==> src/hw/rtl/drt_pkg.sv <==
`timescale 1ns / 1ps
`default_nettype none
// ----------------------------------------------------------------------------
// drt_pkg
// Shared types, register codes and the microcode ROM of the timer unit.
// ----------------------------------------------------------------------------
package drt_pkg;

    // request kinds
    localparam logic [1:0] REQ_TICK  = 2'd0;
    localparam logic [1:0] REQ_WRITE = 2'd1;
    localparam logic [1:0] REQ_READ  = 2'd2;

    // register map
    localparam logic [1:0] REG_DIV  = 2'd0;
    localparam logic [1:0] REG_CNT  = 2'd1;
    localparam logic [1:0] REG_MOD  = 2'd2;
    localparam logic [1:0] REG_CTRL = 2'd3;

    // control bits 1:0
    localparam logic [1:0] RATE_1024 = 2'd0;
    localparam logic [1:0] RATE_16   = 2'd1;
    localparam logic [1:0] RATE_64   = 2'd2;
    localparam logic [1:0] RATE_256  = 2'd3;

    localparam int unsigned CTRL_ENABLE_BIT = 2;
    localparam int unsigned PC_W            = 3;
    localparam int unsigned ACC_W           = 11;

    typedef struct packed {
        logic [1:0] req_type;
        logic [1:0] reg_select;
        logic [7:0] write_data;
        logic [7:0] tick_cycles;
    } req_t;

    typedef struct packed {
        logic [7:0] read_data;
        logic       timer_irq;
    } rsp_t;

    typedef enum logic [2:0] {
        OP_NONE,
        OP_ACCEPT,
        OP_BUS,
        OP_DIV,
        OP_STEP,
        OP_STORE,
        OP_FINISH
    } op_t;

    typedef enum logic [2:0] {
        COND_NEVER,
        COND_ALWAYS,
        COND_IN_EMPTY,
        COND_IS_TICK,
        COND_TIMER_OFF,
        COND_DUE,
        COND_OUT_BUSY
    } cond_t;

    typedef struct packed {
        op_t             op;
        cond_t           cond;
        logic [PC_W-1:0] target;
    } ucode_t;

    typedef struct packed {
        logic in_valid;
        logic is_tick;
        logic timer_off;
        logic due;
        logic out_busy;
    } status_t;

    // program addresses
    localparam logic [PC_W-1:0] PC_IDLE     = 3'd0;
    localparam logic [PC_W-1:0] PC_DISPATCH = 3'd1;
    localparam logic [PC_W-1:0] PC_BUS      = 3'd2;
    localparam logic [PC_W-1:0] PC_DIV      = 3'd3;
    localparam logic [PC_W-1:0] PC_STEP     = 3'd4;
    localparam logic [PC_W-1:0] PC_STORE    = 3'd5;
    localparam logic [PC_W-1:0] PC_FINISH   = 3'd7;

    // taken jump goes to target, otherwise pc + 1 (FINISH wraps to IDLE)
    function automatic ucode_t ucode_rom(input logic [PC_W-1:0] pc);
        ucode_t w;
        case (pc)
            PC_IDLE:     w = '{OP_ACCEPT, COND_IN_EMPTY,  PC_IDLE};
            PC_DISPATCH: w = '{OP_NONE,   COND_IS_TICK,   PC_DIV};
            PC_BUS:      w = '{OP_BUS,    COND_ALWAYS,    PC_FINISH};
            PC_DIV:      w = '{OP_DIV,    COND_TIMER_OFF, PC_FINISH};
            PC_STEP:     w = '{OP_STEP,   COND_DUE,       PC_STEP};
            PC_STORE:    w = '{OP_STORE,  COND_ALWAYS,    PC_FINISH};
            PC_FINISH:   w = '{OP_FINISH, COND_OUT_BUSY,  PC_FINISH};
            default:     w = '{OP_NONE,   COND_ALWAYS,    PC_IDLE};
        endcase
        return w;
    endfunction

    // counter period selected by control bits 1:0
    function automatic logic [ACC_W-1:0] rate_of(input logic [1:0] code);
        logic [ACC_W-1:0] r;
        case (code)
            RATE_1024: r = ACC_W'(1024);
            RATE_16:   r = ACC_W'(16);
            RATE_64:   r = ACC_W'(64);
            default:   r = ACC_W'(256);
        endcase
        return r;
    endfunction

endpackage
`default_nettype wire

==> src/hw/rtl/drt_sequencer.sv <==
`timescale 1ns / 1ps
`default_nettype none
// ----------------------------------------------------------------------------
// drt_sequencer
// Step counter over the microcode ROM with conditional jumps.
// ----------------------------------------------------------------------------
module drt_sequencer
    import drt_pkg::*;
(
    input  wire logic    clk,
    input  wire logic    rst_n,
    input  wire status_t status,
    output ucode_t       uword
);

    logic [PC_W-1:0] pc_reg;
    logic [PC_W-1:0] pc_next;
    logic            taken;

    assign uword = ucode_rom(pc_reg);

    always_comb
    begin
        case (uword.cond)
            COND_NEVER:     taken = 1'b0;
            COND_ALWAYS:    taken = 1'b1;
            COND_IN_EMPTY:  taken = !status.in_valid;
            COND_IS_TICK:   taken = status.is_tick;
            COND_TIMER_OFF: taken = status.timer_off;
            COND_DUE:       taken = status.due;
            COND_OUT_BUSY:  taken = status.out_busy;
            default:        taken = 1'b1;
        endcase
        pc_next = taken ? uword.target : pc_reg + PC_W'(1);
    end

    always_ff @(posedge clk or negedge rst_n)
    begin
        if (!rst_n)
        begin
            pc_reg <= PC_IDLE;
        end
        else
        begin
            pc_reg <= pc_next;
        end
    end

endmodule
`default_nettype wire

==> src/hw/rtl/drt_datapath.sv <==
`timescale 1ns / 1ps
`default_nettype none
// ----------------------------------------------------------------------------
// drt_datapath
// Timer registers, accumulator and result register, driven by control words.
// ----------------------------------------------------------------------------
module drt_datapath
    import drt_pkg::*;
(
    input  wire logic   clk,
    input  wire logic   rst_n,
    input  wire ucode_t uword,
    input  wire logic   req_valid,
    output logic        req_ready,
    input  wire req_t   req_data,
    output logic        rsp_valid,
    input  wire logic   rsp_ready,
    output rsp_t        rsp_data,
    output status_t     status
);

    // architectural state
    logic [7:0]       div_val_reg, div_val_next;
    logic [7:0]       div_res_reg, div_res_next;
    logic [7:0]       cnt_val_reg, cnt_val_next;
    logic [9:0]       cnt_res_reg, cnt_res_next;
    logic [7:0]       mod_reg,     mod_next;
    logic [7:0]       ctl_reg,     ctl_next;
    logic             rsp_valid_reg, rsp_valid_next;
    // working payload
    req_t             req_reg,  req_next;
    logic [ACC_W-1:0] cacc_reg, cacc_next;
    logic [7:0]       rd_reg,   rd_next;
    logic             irq_reg,  irq_next;
    rsp_t             rsp_reg,  rsp_next;

    logic [ACC_W-1:0] rate;
    logic [8:0]       div_sum;
    logic             due;
    logic             out_free;

    assign rate     = rate_of(ctl_reg[1:0]);
    assign due      = cacc_reg >= rate;
    assign div_sum  = {1'b0, div_res_reg} + {1'b0, req_reg.tick_cycles};
    assign out_free = !rsp_valid_reg || rsp_ready;

    assign req_ready = uword.op == OP_ACCEPT;
    assign rsp_valid = rsp_valid_reg;
    assign rsp_data  = rsp_reg;

    assign status.in_valid  = req_valid;
    assign status.is_tick   = req_reg.req_type == REQ_TICK;
    assign status.timer_off = !ctl_reg[CTRL_ENABLE_BIT];
    assign status.due       = due;
    assign status.out_busy  = !out_free;

    always_comb
    begin
        div_val_next   = div_val_reg;
        div_res_next   = div_res_reg;
        cnt_val_next   = cnt_val_reg;
        cnt_res_next   = cnt_res_reg;
        mod_next       = mod_reg;
        ctl_next       = ctl_reg;
        req_next       = req_reg;
        cacc_next      = cacc_reg;
        rd_next        = rd_reg;
        irq_next       = irq_reg;
        rsp_next       = rsp_reg;
        rsp_valid_next = rsp_valid_reg && !rsp_ready;

        case (uword.op)
            OP_ACCEPT:
            begin
                if (req_valid)
                begin
                    req_next = req_data;
                    rd_next  = 8'd0;
                    irq_next = 1'b0;
                end
            end
            OP_BUS:
            begin
                if (req_reg.req_type == REQ_WRITE)
                begin
                    case (req_reg.reg_select)
                        REG_DIV: div_val_next = req_reg.write_data;
                        REG_CNT: cnt_val_next = req_reg.write_data;
                        REG_MOD: mod_next     = req_reg.write_data;
                        default: ctl_next     = req_reg.write_data;
                    endcase
                end
                else if (req_reg.req_type == REQ_READ)
                begin
                    case (req_reg.reg_select)
                        REG_DIV: rd_next = div_val_reg;
                        REG_CNT: rd_next = cnt_val_reg;
                        REG_MOD: rd_next = mod_reg;
                        default: rd_next = ctl_reg;
                    endcase
                end
            end
            OP_DIV:
            begin
                div_val_next = div_val_reg + {7'd0, div_sum[8]};
                div_res_next = div_sum[7:0];
                cacc_next    = {1'b0, cnt_res_reg} + {3'd0, req_reg.tick_cycles};
            end
            OP_STEP:
            begin
                if (due)
                begin
                    cacc_next = cacc_reg - rate;
                    if (cnt_val_reg == 8'hFF)
                    begin
                        cnt_val_next = mod_reg;   // overflow reload
                        irq_next     = 1'b1;
                    end
                    else
                    begin
                        cnt_val_next = cnt_val_reg + 8'd1;
                    end
                end
            end
            OP_STORE:
            begin
                cnt_res_next = cacc_reg[9:0];
            end
            OP_FINISH:
            begin
                if (out_free)
                begin
                    rsp_next       = '{read_data: rd_reg, timer_irq: irq_reg};
                    rsp_valid_next = 1'b1;
                end
            end
            default:
            begin
            end
        endcase
    end

    always_ff @(posedge clk or negedge rst_n)
    begin
        if (!rst_n)
        begin
            div_val_reg   <= 8'd0;
            div_res_reg   <= 8'd0;
            cnt_val_reg   <= 8'd0;
            cnt_res_reg   <= 10'd0;
            mod_reg       <= 8'd0;
            ctl_reg       <= 8'd0;
            rsp_valid_reg <= 1'b0;
        end
        else
        begin
            div_val_reg   <= div_val_next;
            div_res_reg   <= div_res_next;
            cnt_val_reg   <= cnt_val_next;
            cnt_res_reg   <= cnt_res_next;
            mod_reg       <= mod_next;
            ctl_reg       <= ctl_next;
            rsp_valid_reg <= rsp_valid_next;
        end
    end

    always_ff @(posedge clk)
    begin
        req_reg  <= req_next;
        cacc_reg <= cacc_next;
        rd_reg   <= rd_next;
        irq_reg  <= irq_next;
        rsp_reg  <= rsp_next;
    end

endmodule
`default_nettype wire

==> src/hw/rtl/divider_and_reloading_timer_unit.sv <==
`timescale 1ns / 1ps
`default_nettype none
// ----------------------------------------------------------------------------
// divider_and_reloading_timer_unit
// Divider / reloading counter timer with four byte registers.
//
// Requests arrive on req_valid/req_ready (req_data: kind, register, write
// byte, tick cycles); each request gives one response on rsp_valid/rsp_ready
// (read byte, overflow interrupt). A microcoded sequencer walks one request
// at a time: accept, dispatch, then either one bus step (read/write) or a
// divider step and, with the timer on, one counter increment per cycle and
// a residue store, then a finish step that loads the response register.
// An enabled tick makes N counter increments (N <= 16 for a tick_cycles
// value of 255 at the fastest rate, more only right after a rate change
// left a large residue); with the timer off it makes none.
// The next request can be accepted in the cycle after the response is
// loaded, so a response may wait in its register while the following
// request runs; a stalled receiver holds the sequencer only at the finish
// of that one.
// Reset clears all timer registers to zero and empties the response slot.
// ----------------------------------------------------------------------------
module divider_and_reloading_timer_unit
    import drt_pkg::*;
(
    input  wire logic clk,
    input  wire logic rst_n,
    input  wire logic req_valid,
    output logic      req_ready,
    input  wire req_t req_data,
    output logic      rsp_valid,
    input  wire logic rsp_ready,
    output rsp_t      rsp_data
);

    ucode_t  uword;
    status_t status;

    drt_sequencer u_seq (
        .clk    (clk),
        .rst_n  (rst_n),
        .status (status),
        .uword  (uword)
    );

    drt_datapath u_dp (
        .clk       (clk),
        .rst_n     (rst_n),
        .uword     (uword),
        .req_valid (req_valid),
        .req_ready (req_ready),
        .req_data  (req_data),
        .rsp_valid (rsp_valid),
        .rsp_ready (rsp_ready),
        .rsp_data  (rsp_data),
        .status    (status)
    );

endmodule
`default_nettype wire
==> config.mk <==
export PLATFORM = sky130hd
export DESIGN_NAME = divider_and_reloading_timer_unit
export DESIGN_NICKNAME = d
export VERILOG_FILES = /design/src/hw/rtl/drt_pkg.sv /design/src/hw/rtl/drt_sequencer.sv /design/src/hw/rtl/drt_datapath.sv /design/src/hw/rtl/divider_and_reloading_timer_unit.sv
export SDC_FILE = /design/constraint.sdc
export NUM_CORES = 1
export LEC_CHECK = 0
export ABC_AREA = 1
export BUFFER_PORTS_ARGS = -buffer_cell sky130_fd_sc_hd__buf_4
export CAP_MARGIN = 20
export CORE_ASPECT_RATIO = 1.1
export CORE_MARGIN = 3
export CORE_UTILIZATION = 50
export DETAILED_ROUTE_END_ITERATION = 8
export PLACE_DENSITY = 0.65
export SYNTH_ARGS = -nofsm -noshare
export SYNTH_HDL_FRONTEND = slang
export SYNTH_SLANG_ARGS = --single-unit
==> constraint.sdc <==
create_clock -name clk -period 7.4 [get_ports clk]
set_input_delay 0.74 -clock clk [delete_from_list [all_inputs] [get_ports clk]]
set_output_delay 0.74 -clock clk [all_outputs]
set_load 0.02 [all_outputs]
==> out/results.txt <==
For the finished layout, the period the worst path requires is 3.12 ns. The synthesized design contains 103 register bits. Setup repair after global routing left no endpoint under its margin.

The cell type with the largest total area after synthesis is edfxtp_1. Hold repair after CTS inserted 0 buffers. The later pin in the worst-skew pair is clocked with a latency of 0.35 ns. The tools report the global placement routability congestion as 0.886. The slowest stage of the critical path is the a21oi_1 cell. The run gives 0 as the count of maximum capacitance violations. The final-layout fill cell count was 1053. The worst setup path is captured at a register.

The required arrival time at the worst endpoint was 7.39 ns; the die footprint was 13300 µm². The netlist uses 42 different library cells. The first-pass iteration count of the detailed router was 5. The share of synthesized flip-flops with an asynchronous set or reset was 0.524. Port buffering added 34 buffers. Dividing total power by cell area gives a power density of 459 nW/µm². The global-route total usage across every layer was 0.209; the total vias in the final route was 4617. Arrival time of data at the critical path endpoint: 3.11 ns.

For the H-tree depth, the log shows 3. The delay contributed by the slowest stage of the critical path was 0.80 ns; the x dimension of the die was 110 µm. Entering global routing, the biggest net connects 55 pins. Area growth from synthesis to layout: 10.6%. The proportion of netlist area held by the largest area contributor works out to 0.246. The tools report the cell area after synthesis as 5990 µm². The register clock-pin slew on the reported worst setup and hold paths works out to 0.07 ns.

The longest clock path from root to sink contains 2 buffers. The tree is rooted in a clkbuf_16. By area the synthesized netlist is led by edfxtp_1 (25%), dfrtp_1 (23%), nand2_1 (13%), ha_1 (6.3%), nand3_1 (4.0%).

Dividing the detail-routed wire length by the instance count gives 14.9 µm. The transition at the pin with the smallest max-transition slack was 0.867 ns; the overall power of the completed layout was 3.05 mW. The initial cell density of the core was 0.517; the maximum fanout count along the critical path was 38.

For the sequential fraction of the synthesis area, the log shows 0.471. Counting flops with a built-in enable in the synthesized netlist gives 49. The critical path is of the register to register type. The number of antenna diodes in the final layout is 0.

The signal on the critical path passes through inv_1, ha_1, o21ai_2, a21oi_2, inv_2, nand3_2, a21oi_1. STA classifies the critical path startpoint as a register. The final layout contains 764 nets. The number of remaining DRC errors was 0; the summed negative setup slack over all endpoints was 0 ns.

The share of cells above drive strength 1 came out at 0.154. The aggregate global routing overflow came out at 0. Setup violations remaining at the end of the flow were counted as 0. The number of antenna violations at the first check in global routing was 0.

Leakage component of the power: 3.14 nW. The initialized floorplan defines 41 standard-cell rows. The number of nets in the synthesized netlist is 728.

TritonCTS built the clock tree. The logs give 0 for the final count of pins violating max slew and 0.422 for the max-slew headroom at the worst pin. The first global-routing pass estimated 21500 µm of wire. Dividing the synthesized area by the synthesized cell count gives 8.92 µm².

Derived from the worst setup path, the maximum achievable clock frequency is 0.320 GHz. Synthesis produced 672 cells. CTS saw 103 sinks. The number of global-route vias before repair is 4418, and the y dimension of the die is 121 µm. The count of yosys warnings during synthesis was 0. The hold violation total from the final report was 0; the number of flip-flops under the largest register name was 20. The tools report the number of nets with antenna violations after detailed routing as 0. The type of the worst min-delay path was register to register. The period utilization was 0.422; the top-level I/O count was 35. The number of gates resized after CTS was 0. The detailed placement HPWL was 9720 µm. The most used flip-flop cell after synthesis is dfrtp_1. The core region is 11600 µm². Once the clock tree was built, the setup fixing pass inserted 0 buffers. The detailed router finished its first iteration with 241 violations. The run gives 12800 µm as the wire length reported by the detailed router.

The tools report the highest ir drop seen on vdd as 0.267 mV. The CTS buffer count was 9; the vias per cell was 5.35. The run finished with clean final reports.

On the final layout, the worst clock skew is 0.00948 ns.
[cell usage after synthesis, types with 3 or more instances]
library cell,count
a21o_1,3
a21oi_1,22
a221oi_1,6
a31oi_1,5
buf_2,3
buf_6,7
dfrtp_1,54
edfxtp_1,49
ha_1,30
inv_1,61
inv_2,4
nand2_1,208
nand2_2,8
nand2_4,8
nand3_1,48
nand4_1,9
nor2_1,33
o21a_1,4
o21ai_0,36
o21ai_1,3
o21ai_2,19
or2_2,3
xnor2_1,8
xor2_1,12
[area by class of cell]
cell class / instances / area [µm²] / share of cell area
sequential: 103 / 2820 / 0.426
multi-input combinational: 490 / 2810 / 0.424
inverter: 69 / 267 / 0.0402
timing repair buffer: 35 / 263 / 0.0396
clock buffer: 9 / 225 / 0.0340
tap: 150 / 188 / 0.0283
clock inverter: 7 / 55.1 / 0.00831
[metrics by stage]
stage	instances	cell area (µm²)	hold slack, ns	util	setup WS [ns]
final	863	6630	0.421	0.572	4.28
after CTS	863	6630	0.421	0.572	4.22
after detailed placement	847	6350	0.405	0.548	4.23
after global routing	863	6630	0.426	0.572	3.90
after global placement	847	6350	0.401	0.548	4.34
after floorplan	672	5990	0.400	-	4.79
[metal layers]
layer	GRT usage	part of all wire	vias to the layer above
li1	-	-	2320
met1	0.292	0.47	2159
met2	0.323	0.46	115
met3	0.0406	0.047	23
met4	0.0754	0.022	0
met5	0	0	-
[kinds of logic after synthesis]
family                     after synthesis  synth area share
AOI/OAI and AO/OA                      105             0.110
xor gates and xnor gates                20            0.0292
adders and majority gates               32            0.0693
buffers and inverters                   79            0.0601
DFF                                    103             0.471
and+or+nand+nor                        333             0.260
[power breakdown]
group	internal (mW)	switching, mW
Combinational	0.540	0.995
Clock	0.232	0.216
Sequential	0.878	0.186
Total	1.65	1.40
[layout by cell type, fill, tap and decap left out, types with 3 or more instances in the layout]
cell / netlist / final
a31oi_1: 5 / 5
a21oi_1: 22 / 22
o21ai_0: 36 / 36
o21a_1: 4 / 4
o21ai_1: 3 / 3
nand3_1: 48 / 48
inv_4: 2 / 3
nand2_2: 8 / 8
o21ai_2: 19 / 19
inv_1: 61 / 61
nor2_1: 33 / 33
clkinv_2: 2 / 3
xor2_1: 12 / 12
dfrtp_1: 54 / 54
edfxtp_1: 49 / 49
a221oi_1: 6 / 6
clkbuf_16: 0 / 9
inv_2: 4 / 4
nand2_4: 8 / 8
nand4_1: 9 / 9
nand2_1: 208 / 208
or2_2: 3 / 3
ha_1: 30 / 30
buf_4: 0 / 35
a21o_1: 3 / 3
xnor2_1: 8 / 8
[critical path: cells and delay by family, from the launching register on]
family	cells	cell delay (ns)
adder cells (fa/ha/maj)	1	0.23
flip-flops	1	0.41
AO/OA/AOI/OAI	3	1.27
AND/OR/NAND/NOR	1	0.60
buffers and inverters	2	0.24
[worst paths after layout]
check | start | to | slack [ns] | cells past startpoint
max in group asynchronous | rst_n | u_dp.cnt_res_reg[8]$_DFFE_PN0N_ | 6.49 | 1
max | u_seq.pc_reg[1]$_DFF_PN0_ | u_dp.cacc_reg[6]$_DFFE_PP_ | 4.28 | 7
min in group asynchronous | rst_n | u_dp.mod_reg[6]$_DFFE_PN0P_ | 0.44 | 1
min | u_dp.rd_reg[7]$_SDFFCE_PP0P_ | u_dp.rsp_data[8]$_DFFE_PP_ | 0.42 | 0
min reg2reg | u_dp.rd_reg[7]$_SDFFCE_PP0P_ | u_dp.rsp_data[8]$_DFFE_PP_ | 0.42 | 0
max reg2reg | u_seq.pc_reg[1]$_DFF_PN0_ | u_dp.cacc_reg[6]$_DFFE_PP_ | 4.28 | 7
(Power assumes the default switching activity.)
